--- config.mk ---
export PLATFORM = sky130hd
export DESIGN_NAME = case_insensitive_substring_find_unit
export DESIGN_NICKNAME = d
export VERILOG_FILES = /design/src/rtl/cisf_pkg.sv /design/src/rtl/case_insensitive_substring_find_unit.sv /design/src/rtl/cisf_regs.sv /design/src/rtl/cisf_cell.sv
export SDC_FILE = /design/constraint.sdc
export NUM_CORES = 1
export LEC_CHECK = 0
export ABC_AREA = 1
export BUFFER_PORTS_ARGS = -buffer_cell sky130_fd_sc_hd__buf_2
export CAP_MARGIN = 10
export CORE_ASPECT_RATIO = 0.6
export CORE_MARGIN = 2
export CORE_UTILIZATION = 40
export CTS_BUF_LIST = sky130_fd_sc_hd__clkbuf_8
export DETAILED_ROUTE_END_ITERATION = 8
export PLACE_DENSITY = 0.63
export SYNTH_ARGS = -nofsm -noshare
export SYNTH_HDL_FRONTEND = slang
export SYNTH_HIERARCHICAL = 1
export SYNTH_SLANG_ARGS = --single-unit
--- constraint.sdc ---
create_clock -name clk -period 3.9 [get_ports clk]
set_input_delay 0.195 -clock clk [delete_from_list [all_inputs] [get_ports clk]]
set_output_delay 0.195 -clock clk [all_outputs]
set_load 0.03 [all_outputs]
--- src/rtl/cisf_pkg.sv ---
// Package for the case-insensitive substring finder.
// Shared constants, register codes, the case-fold function and the cell control struct.
// No dependencies.
`default_nettype none

package cisf_pkg;

  localparam int PATTERN_MAX_DEF = 8;
  localparam int INDEX_BITS_DEF  = 16;

  // pattern register is a fixed 8-byte word
  localparam int PAT_BYTES     = 8;
  localparam int PAT_IDX_BITS  = 3;
  localparam int LEN_BITS      = 4;
  localparam int APB_DATA_BITS = 64;
  localparam int APB_ADDR_BITS = 4;
  localparam int MATCH_IDX_BITS = 16;

  localparam logic [7:0] TERMINATOR = 8'h00;

  // register index, taken from paddr[3]
  typedef enum logic {
    REG_PATTERN_BYTES  = 1'b0,
    REG_PATTERN_LENGTH = 1'b1
  } reg_idx_t;

  typedef struct packed {
    logic shift;  // take a new byte into the window
    logic clear;  // end of string, flush the window
  } cell_ctrl_t;

  function automatic logic [7:0] fold_upper(input logic [7:0] c);
    if (c >= 8'h61 && c <= 8'h7A) begin
      return c - 8'h20;
    end
    return c;
  endfunction

endpackage

`default_nettype wire

--- src/rtl/case_insensitive_substring_find_unit.sv ---
// Top level of the case-insensitive substring finder.
// Instantiates cisf_regs and a row of cisf_cell; depends on cisf_pkg.
//
// Usage:
//   s_* stream carries the searched string, one byte per request, ending with
//   a zero byte. Letters a-z are folded to upper case before comparison.
//   m_* stream carries one result per string, emitted for the terminator.
//   The APB port holds the pattern (address 0, 64 bits) and its length
//   (address 8, 4 bits). Write them only while the block is idle.
// Throughput: one text byte per cycle unless a result waits untaken; the window
//   shift and the parallel compare of all cells finish in the cycle the byte is accepted.
// Latency: the result is valid in m_tdata the cycle after the terminator
//   is accepted.
// Stall: the result sits in an output register; while it waits untaken,
//   s_tready is low for every text byte. It rises again in the cycle that
//   m_tready is seen, so the next byte is taken in that same cycle.
// Reset (rst, synchronous): registers, window, counters and the output
//   register clear; the pattern reads as empty.
// Overflow: the byte count saturates at 2^INDEX_BITS-1; further bytes set
//   the overflow flag and cannot start a new match.
`default_nettype none

module case_insensitive_substring_find_unit #(
  parameter int PATTERN_MAX = cisf_pkg::PATTERN_MAX_DEF,
  parameter int INDEX_BITS  = cisf_pkg::INDEX_BITS_DEF
) (
  input  wire logic                                clk,
  input  wire logic                                rst,
  // APB configuration
  input  wire logic                                psel,
  input  wire logic                                penable,
  input  wire logic                                pwrite,
  input  wire logic [cisf_pkg::APB_ADDR_BITS-1:0]  paddr,
  input  wire logic [cisf_pkg::APB_DATA_BITS-1:0]  pwdata,
  output logic      [cisf_pkg::APB_DATA_BITS-1:0]  prdata,
  output logic                                     pready,
  // text in
  input  wire logic                                s_tvalid,
  output logic                                     s_tready,
  input  wire logic [7:0]                          s_tdata,  // [7:0] text_byte
  // result out
  output logic                                     m_tvalid,
  input  wire logic                                m_tready,
  output logic      [23:0]                         m_tdata   // [0] found, [16:1] match_index,
                                                             // [17] overflow, [23:18] zero
);
  import cisf_pkg::*;

  localparam logic [INDEX_BITS-1:0] COUNT_MAX = '1;

  logic [LEN_BITS-1:0] eff_len;
  logic [7:0]          cell_pat  [PATTERN_MAX];
  logic                cell_used [PATTERN_MAX];
  logic [7:0]          cell_din  [PATTERN_MAX];
  logic [7:0]          cell_dout [PATTERN_MAX];
  logic                cell_hit  [PATTERN_MAX];
  cell_ctrl_t          ctrl;

  logic                  in_accept;
  logic                  is_term;
  logic                  window_hit;
  logic                  counted;
  logic                  record;
  logic [INDEX_BITS-1:0] count_inc;
  logic [INDEX_BITS-1:0] len_ext;

  // search state
  logic [INDEX_BITS-1:0] position_count;
  logic                  match_seen;
  logic [INDEX_BITS-1:0] first_match_index;
  logic                  count_saturated;

  // result register
  logic                        res_found;
  logic [MATCH_IDX_BITS-1:0]   res_index;
  logic                        res_overflow;
  logic [INDEX_BITS+MATCH_IDX_BITS-1:0] idx_wide;

  cisf_regs #(
    .PATTERN_MAX (PATTERN_MAX)
  ) u_regs (
    .clk       (clk),
    .rst       (rst),
    .psel      (psel),
    .penable   (penable),
    .pwrite    (pwrite),
    .paddr     (paddr),
    .pwdata    (pwdata),
    .prdata    (prdata),
    .pready    (pready),
    .eff_len   (eff_len),
    .cell_pat  (cell_pat),
    .cell_used (cell_used)
  );

  // handshake: output register frees up in the same cycle it is taken
  assign s_tready  = !m_tvalid || m_tready;
  assign in_accept = s_tvalid && s_tready;
  assign is_term   = (s_tdata == TERMINATOR);

  assign ctrl.shift = in_accept && !is_term;
  assign ctrl.clear = in_accept && is_term;

  // the window: cell 0 takes the new folded byte, each cell feeds the next
  for (genvar k = 0; k < PATTERN_MAX; k++) begin : g_cell
    if (k == 0) begin : g_head
      assign cell_din[k] = fold_upper(s_tdata);
    end else begin : g_body
      assign cell_din[k] = cell_dout[k-1];
    end

    cisf_cell u_cell (
      .clk  (clk),
      .rst  (rst),
      .ctrl (ctrl),
      .din  (cell_din[k]),
      .pat  (cell_pat[k]),
      .used (cell_used[k]),
      .dout (cell_dout[k]),
      .hit  (cell_hit[k])
    );
  end

  always_comb begin
    window_hit = 1'b1;
    for (int k = 0; k < PATTERN_MAX; k++) begin
      window_hit = window_hit && cell_hit[k];
    end
  end

  assign counted   = (position_count != COUNT_MAX);
  assign count_inc = position_count + INDEX_BITS'(1);
  assign len_ext   = INDEX_BITS'(eff_len);
  // a match is only recorded on a counted byte, once enough bytes are in
  assign record    = counted && !match_seen && (eff_len != '0) &&
                     (count_inc >= len_ext) && window_hit;

  always_ff @(posedge clk) begin
    if (rst || ctrl.clear) begin
      position_count    <= '0;
      match_seen        <= 1'b0;
      first_match_index <= '0;
      count_saturated   <= 1'b0;
    end else if (ctrl.shift) begin
      if (counted) begin
        position_count <= count_inc;
      end else begin
        count_saturated <= 1'b1;
      end
      if (record) begin
        match_seen        <= 1'b1;
        first_match_index <= count_inc - len_ext;
      end
    end
  end

  // index as 16 bits: truncate a wider count, zero-extend a narrower one
  assign idx_wide = {{MATCH_IDX_BITS{1'b0}}, first_match_index};

  always_ff @(posedge clk) begin
    if (rst) begin
      m_tvalid <= 1'b0;
    end else if (ctrl.clear) begin
      m_tvalid <= 1'b1;
    end else if (m_tready) begin
      m_tvalid <= 1'b0;
    end
  end

  always_ff @(posedge clk) begin
    if (rst) begin
      res_found    <= 1'b0;
      res_index    <= '0;
      res_overflow <= 1'b0;
    end else if (ctrl.clear) begin
      if (eff_len == '0) begin
        res_found <= 1'b1;
        res_index <= '0;
      end else begin
        res_found <= match_seen;
        res_index <= match_seen ? idx_wide[MATCH_IDX_BITS-1:0] : '0;
      end
      res_overflow <= count_saturated;
    end
  end

  assign m_tdata = {6'b0, res_overflow, res_index, res_found};

  // ---------------------------------------------------------------- checks
  a_term_clears: assert property (@(posedge clk) disable iff (rst)
    ctrl.clear |=> (m_tvalid && position_count == '0 && !match_seen && !count_saturated))
    else $error("terminator did not load result and clear search state");

  a_sat_at_max: assert property (@(posedge clk) disable iff (rst)
    count_saturated |-> (position_count == COUNT_MAX))
    else $error("overflow flagged below saturated count");

  a_match_before_count: assert property (@(posedge clk) disable iff (rst)
    match_seen |-> (first_match_index < position_count))
    else $error("recorded match index not behind the byte count");

  a_no_new_match_saturated: assert property (@(posedge clk) disable iff (rst)
    (ctrl.shift && !counted && !match_seen) |=> !match_seen)
    else $error("match recorded on an uncounted byte");

endmodule

`default_nettype wire

--- src/rtl/cisf_regs.sv ---
// Configuration registers of the substring finder on an APB-style port.
// Derives the effective pattern length and the per-cell aligned pattern bytes.
// Depends on cisf_pkg.
`default_nettype none

module cisf_regs #(
  parameter int PATTERN_MAX = cisf_pkg::PATTERN_MAX_DEF
) (
  input  wire logic                                clk,
  input  wire logic                                rst,
  input  wire logic                                psel,
  input  wire logic                                penable,
  input  wire logic                                pwrite,
  input  wire logic [cisf_pkg::APB_ADDR_BITS-1:0]  paddr,
  input  wire logic [cisf_pkg::APB_DATA_BITS-1:0]  pwdata,
  output logic      [cisf_pkg::APB_DATA_BITS-1:0]  prdata,
  output logic                                     pready,
  output logic      [cisf_pkg::LEN_BITS-1:0]       eff_len,
  output logic      [7:0]                          cell_pat [PATTERN_MAX],
  output logic                                     cell_used [PATTERN_MAX]
);
  import cisf_pkg::*;

  logic [APB_DATA_BITS-1:0] pattern_bytes;
  logic [LEN_BITS-1:0]      pattern_length;
  logic [7:0]               pat_folded [PAT_BYTES];
  logic [LEN_BITS-1:0]      len_clamped;
  logic                     wr_en;
  reg_idx_t                 reg_sel;

  assign pready  = 1'b1;
  assign wr_en   = psel & penable & pwrite;
  assign reg_sel = reg_idx_t'(paddr[3]);

  always_ff @(posedge clk) begin
    if (rst) begin
      pattern_bytes  <= '0;
      pattern_length <= '0;
    end else if (wr_en) begin
      unique case (reg_sel)
        REG_PATTERN_BYTES:  pattern_bytes  <= pwdata;
        REG_PATTERN_LENGTH: pattern_length <= pwdata[LEN_BITS-1:0];
        default: ;
      endcase
    end
  end

  always_comb begin
    unique case (reg_sel)
      REG_PATTERN_BYTES:  prdata = pattern_bytes;
      REG_PATTERN_LENGTH: prdata = {{(APB_DATA_BITS-LEN_BITS){1'b0}}, pattern_length};
      default:            prdata = '0;
    endcase
  end

  always_comb begin
    for (int j = 0; j < PAT_BYTES; j++) begin
      pat_folded[j] = fold_upper(pattern_bytes[8*j +: 8]);
    end
  end

  // clamp, then cut at the first zero byte inside the length
  always_comb begin
    len_clamped = (pattern_length > LEN_BITS'(PATTERN_MAX)) ? LEN_BITS'(PATTERN_MAX)
                                                            : pattern_length;
    eff_len = len_clamped;
    for (int j = PATTERN_MAX - 1; j >= 0; j--) begin
      if (LEN_BITS'(j) < len_clamped && pat_folded[j] == 8'h00) begin
        eff_len = LEN_BITS'(j);
      end
    end
  end

  // cell k compares the byte k places back; it must equal pattern byte len-1-k
  always_comb begin
    for (int k = 0; k < PATTERN_MAX; k++) begin
      cell_used[k] = LEN_BITS'(k) < eff_len;
      cell_pat[k]  = pat_folded[PAT_IDX_BITS'(eff_len - LEN_BITS'(k) - LEN_BITS'(1))];
    end
  end

endmodule

`default_nettype wire

--- src/rtl/cisf_cell.sv ---
// One window cell: holds a folded text byte, passes it on, compares the incoming byte.
// Depends on cisf_pkg.
`default_nettype none

module cisf_cell (
  input  wire logic                 clk,
  input  wire logic                 rst,
  input  wire cisf_pkg::cell_ctrl_t ctrl,
  input  wire logic [7:0]           din,
  input  wire logic [7:0]           pat,
  input  wire logic                 used,
  output logic      [7:0]           dout,
  output logic                      hit
);
  import cisf_pkg::*;

  logic [7:0] held;

  always_ff @(posedge clk) begin
    if (rst || ctrl.clear) begin
      held <= '0;
    end else if (ctrl.shift) begin
      held <= din;
    end
  end

  assign dout = held;
  // compare against the byte this cell is about to take
  assign hit  = !used || (din == pat);

endmodule

`default_nettype wire
# After elaboration in Yosys (flattened, before gate mapping)
# Cells that the tools add are included.
dict set report word_totals {
  register_bits 177
  inputBits 83
  wordCells 242
  output_inout_bits 91
}
dict set report op_classes {
  n_reduce_logical 69
  add_sub_neg 25
  mux 66
  bitwise_logic 12
  order_cmp 44
  eq_ne 9
}
# op n
set op_table {}
lappend op_table {{2-to-1 mux 8 bit} 34}
lappend op_table {{binary-select mux 8 bit (select 3 bit)} 8}
lappend op_table {{case mux 64 bit (2 select lines)} 1}
lappend op_table {{greater-or-equal comparator 8 x 7 -> 1 bit, second input constant} 9}
lappend op_table {{less-or-equal comparator 8 x 7 -> 1 bit, second input constant} 9}
lappend op_table {{logical NOT 8 bit} 9}
lappend op_table {{subtractor 8 x 6 -> 8 bit, second input constant} 9}
lappend op_table {{== test 8 bit} 8}
lappend op_table {{2-to-1 mux 4 bit} 9}
lappend op_table {{greater-or-equal comparator 4 bit, second input constant} 8}
lappend op_table {{< comparator 3 x 4 -> 1 bit, first input constant} 8}
lappend op_table {{2-to-1 mux 16 bit} 2}
lappend op_table {{NOT 3 -> 4 bit} 8}
lappend op_table {{logical AND 1 bit} 31}
lappend op_table {{subtractor 3 x 1 -> 3 bit, second input constant} 8}
lappend op_table {{adder 16 x 1 -> 16 bit, second input constant} 1}
lappend op_table {{greater-or-equal comparator 16 x 4 -> 1 bit} 1}
lappend op_table {{< comparator 1 x 4 -> 1 bit, first input constant} 4}
lappend op_table {{< comparator 2 x 4 -> 1 bit, first input constant} 4}
lappend op_table {{inequality test 16 bit, second input constant} 1}
lappend op_table {{subtractor 16 x 4 -> 16 bit} 1}
lappend op_table {{2-to-1 mux 1 bit} 12}
lappend op_table {{subtractor 3 bit, second input constant} 4}
lappend op_table {{logical NOT 1 bit} 11}
lappend op_table {{9 further kinds} 25}

# Depth between registers and ports, before layout
dict set report depth {
  word_depth 31
  depth_mapped 40
  depth_no_buf 37
}

# By module
# The synthesis kept the hierarchy.
# module area_per_inst_um2 seq_area_each_um2 n_inst cells_per_inst
set modules_own_cells {}
lappend modules_own_cells {cisf_regs 6641.4 1361.3 1 1170}
lappend modules_own_cells {cisf_cell 430.4 160.2 8 61}
lappend modules_own_cells {case_insensitive_substring_find_unit 3236.9 1061.0 1 474}

# Worst setup path before layout
# No wires, ideal clock.
dict set report synth_timing {
  kind {flip-flop to flip-flop}
  from {register u_regs.pattern_bytes[29]}
  to {register first_match_index[10]}
  n_path_buf 5
  synth_period_minus_slack_ns 4.170
  setup_slack_ns -0.270
  arrival_time_ns 4.106
  required_time_ns 3.836
  setup_time_ns 0.064
  path_stages_with_launch 37
  path_cell_list {dfxtp_1 inv_2 ha_1 inv_1 nand4_1 nand3_1 nor2_2 nor2_1 nor2_1 nand2_2 nand2_4 nand2_4 buf_6 buf_6 ha_1 buf_2 clkinv_1 nand3_1 nand2_1 buf_2 nand2_1 nand3_1 nand2_1 xnor2_1 nand2_1 nor2_1 nand2_1 nand2_1 nand4_1 nor2_1 inv_1 nor3_4 nand2_8 inv_4 buf_6 nor2_2 nor2_1}
}
# item line_no
set synth_lines {}
lappend synth_lines {{from (decl)} cisf_regs.sv:24} ;# logic [APB_DATA_BITS-1:0] pattern_bytes;
lappend synth_lines {{from (signal assigned)} cisf_regs.sv:41} ;# REG_PATTERN_BYTES: pattern_bytes <= pwdata;
lappend synth_lines {{to (signal assigned)} case_insensitive_substring_find_unit.sv:152} ;# first_match_index <= count_inc - len_ext;
lappend synth_lines {{to (decl)} case_insensitive_substring_find_unit.sv:70} ;# logic [INDEX_BITS-1:0] first_match_index;

==> qor.yml <==
outcome:
  status: "complete, but fails checks"
  failed_checks: "setup timing"
place:
  gp_congestion: 1.08
  dpl_cell_area_um2: 15900
  dp_hpwl_mm: 43.5
  place_ws_ns: -0.751
  io_buffers: 163
floorplanning:
  ios: 174
  die_w_um: 237
  core_area_um2: 32200
  rows: 51
  dieArea_um2: 34100
  start_util_pct: 40.4
  die_h_um: 144
cells_and_area:
  n_antenna_cell: 0
  drive_gt1_share_pct: 31.7
  utilization_pct: 56.7
  final_cell_area_um2: 18300
  final_net_count: 2649
  syn_to_final_growth_pct: 40.3
critical_path:
  cp_max_fo: 8
  crit_family: "simple AND/OR/NAND/NOR gates"
  required_ns: 4.36
  critPathLaunchType: "flip-flop"
  worstSetupPathDepth: 32
  cpMaxStageDelayCell: "dfxtp_2"
  r2r_slack_ns: -0.49
  crit_buf_inv: 4
  r2r_end: "first_match_index[13]$_SDFFE_PP0P_"
  endpoint: "first_match_index[13]$_SDFFE_PP0P_"
  criticalPathCategory: "flip-flop to flip-flop"
  crit_start: "u_regs/pattern_bytes[25]$_SDFFE_PP0P_"
  critPathMaxStageDelay_ns: 0.35
  end_kind: "flip-flop"
  r2r_cells: 32
  arrival_ns: 4.85
  r2r-start: "u_regs/pattern_bytes[25]$_SDFFE_PP0P_"
timing:
  setup_viol: 17
  rsz0062_at_grt: "yes"
  setup-tns-final_ns: -7.67
  finClkSkew_ns: 0.0229
  slew_viol_final: 0
  tightest_slew_ns: 1.03
  slew_headroom_pct: 30.9
  period_share_pct: 112
  hold_violations: 0
  finalCriticalPeriod_ns: 4.39
  fmax_mhz: 228
  finalWorstSetupSlack_ns: -0.487
grt:
  overflow: 0
  antenna_found_initial: 1
  grt_first_pass_wirelength_mm: 83.9
  grt_pass1_vias: 13800
  grtUsageTotal_pct: 32.8
  grt_max_degree: 101
drt:
  wire_per_inst_um: 19.2
  vias: 15700
  drt_wl_total_mm: 57.2
  dr.pass1.iters: 6
  via_per_inst: 5.28
  drt_iter0_drc: 1887
  drcViolationCount: 0
  ant_nets: 0
synth:
  syn_area_um2: 13000
  syn_avg_cell_area_um2: 6.20
  postSynthCellCount: 2099
  yosysWarnings: 6
flow_run:
  max_cap_violations: 0
clock_tree:
  cts.htree.levels: 4
  clk_pin_slew_ns: 0.11
  insertion_delay_ns: 0.52
  cts-buffers-inserted: 17
  tritoncts: "done"
  cts.sinks: 177
  cts-root-buf: "clkbuf_8"
  clock_path_buffers: 2
pwr:
  ir_drop_uv: 272
  p_per_area_nw_per_um2: 446
  power.leakage_nw: 8.71
  finalPower_mw: 8.15
hold_path:
  worstHoldPathCells: 5
  hold_path_class: "input port to flip-flop"
[placed cells by master, fill, tap and decap left out, types with 4 or more instances in the layout]
master and count:
inv_1 193, clkinv_8 4, xnor2_1 36, nand3_2 49, xnor2_2 4, nand4_1 18, o21ai_0 45, buf_12 10
nand3b_1 23, or2_1 7, a21oi_2 7, nand3_4 13, xor2_1 6, ha_1 15, dfxtp_1 158, nor2_1 236
clkbuf_8 18, dlygate4sd3_1 70, nor3_2 6, a21oi_1 59, nand2_8 11, conb_1 7, clkinvlp_4 4, nor2_2 27
o21ai_1 10, inv_2 36, nand2_1 524, nand2_2 75, buf_2 163, a211oi_2 21, buf_6 12, nand2_4 15
buf_4 267, nand3_1 262, inv_8 6, nor3_1 7, o21ai_2 5, a211oi_1 68, dfxtp_2 19, nor2_4 16
[per-layer routing]
metal  part of all wire [%]  track usage, %  wire length [µm]
met4                   0.99            5.10               565
met1                     49            51.2             28100
met5                      0               0                 0
met3                     13            11.6              7610
met2                     37            41.8             20900
[stage by stage]
stage	hold slack [ns]	std cells
floorplan	0.264	2104
global placement	0.442	2846
detailed placement	0.444	2846
CTS	0.0833	2966
global route	0.185	2984
finish	0.155	2984
[report_power, final]
part	switching [mW]	internal [mW]	leakage, nW
Sequential	0.0808	1.89	1.45
Clock	0.839	0.492	0.187
Combinational	3.05	1.79	7.07
Total	3.97	4.18	8.71
[worst min-delay path: stages]
cell and delay [ns]:
buf_2 0.10, nand2_1 0.06, inv_1 0.11, nand2_1 0.10, a21oi_1 0.06
[flip-flops by register name, summed over array words and instances, names as in the netlist]
register / count
count_saturated: 1
res_found: 1
res_index: 16
g_cell.u_cell/dout: 56
match_seen: 1
res_overflow: 1
u_regs/pattern_bytes: 64
u_regs/pattern_length: 4
m_tvalid: 1
position_count: 16
first_match_index: 16
[area by class of cell]
type                            count  area [µm²]
Fill cell                        3161       14000
Clock buffer                       18         248
Sequential cell                   177        3570
Inverter                          234         912
Timing Repair inverter              2        27.5
Multi-Input combinational cell   1589        8880
Timing Repair Buffer              526        3950
Clock inverter                     14         145
Tap cell                          424         531
[worst min-delay path by stage]
stage	from	slack, ns	endpoint
2_1_floorplan	rst	0.26	m_tvalid$_SDFFE_PP0P_
3_3_place_gp	res_index[5]$_SDFFE_PP0P_	0.44	res_index[5]$_SDFFE_PP0P_
3_5_place_dp	res_index[2]$_SDFFE_PP0P_	0.44	res_index[2]$_SDFFE_PP0P_
4_1_cts	s_tdata[5]	0.08	g_cell[0].u_cell/dout[5]$_SDFFE_PP0P_
5_1_grt	s_tdata[5]	0.18	g_cell[0].u_cell/dout[5]$_SDFFE_PP0P_
6_report	s_tdata[5]	0.15	g_cell[0].u_cell/dout[5]$_SDFFE_PP0P_
[repair_timing]
action,CTS,global route
endpoints found under the setup margin,17,17
pin swaps,38,80
gates resized for setup,68,176
gates cloned,5,2
hold buffers,70,0
hold endpoints to repair,72,0
buffers inserted,13,16
Note: power is estimated with default switching activity, not from simulation.
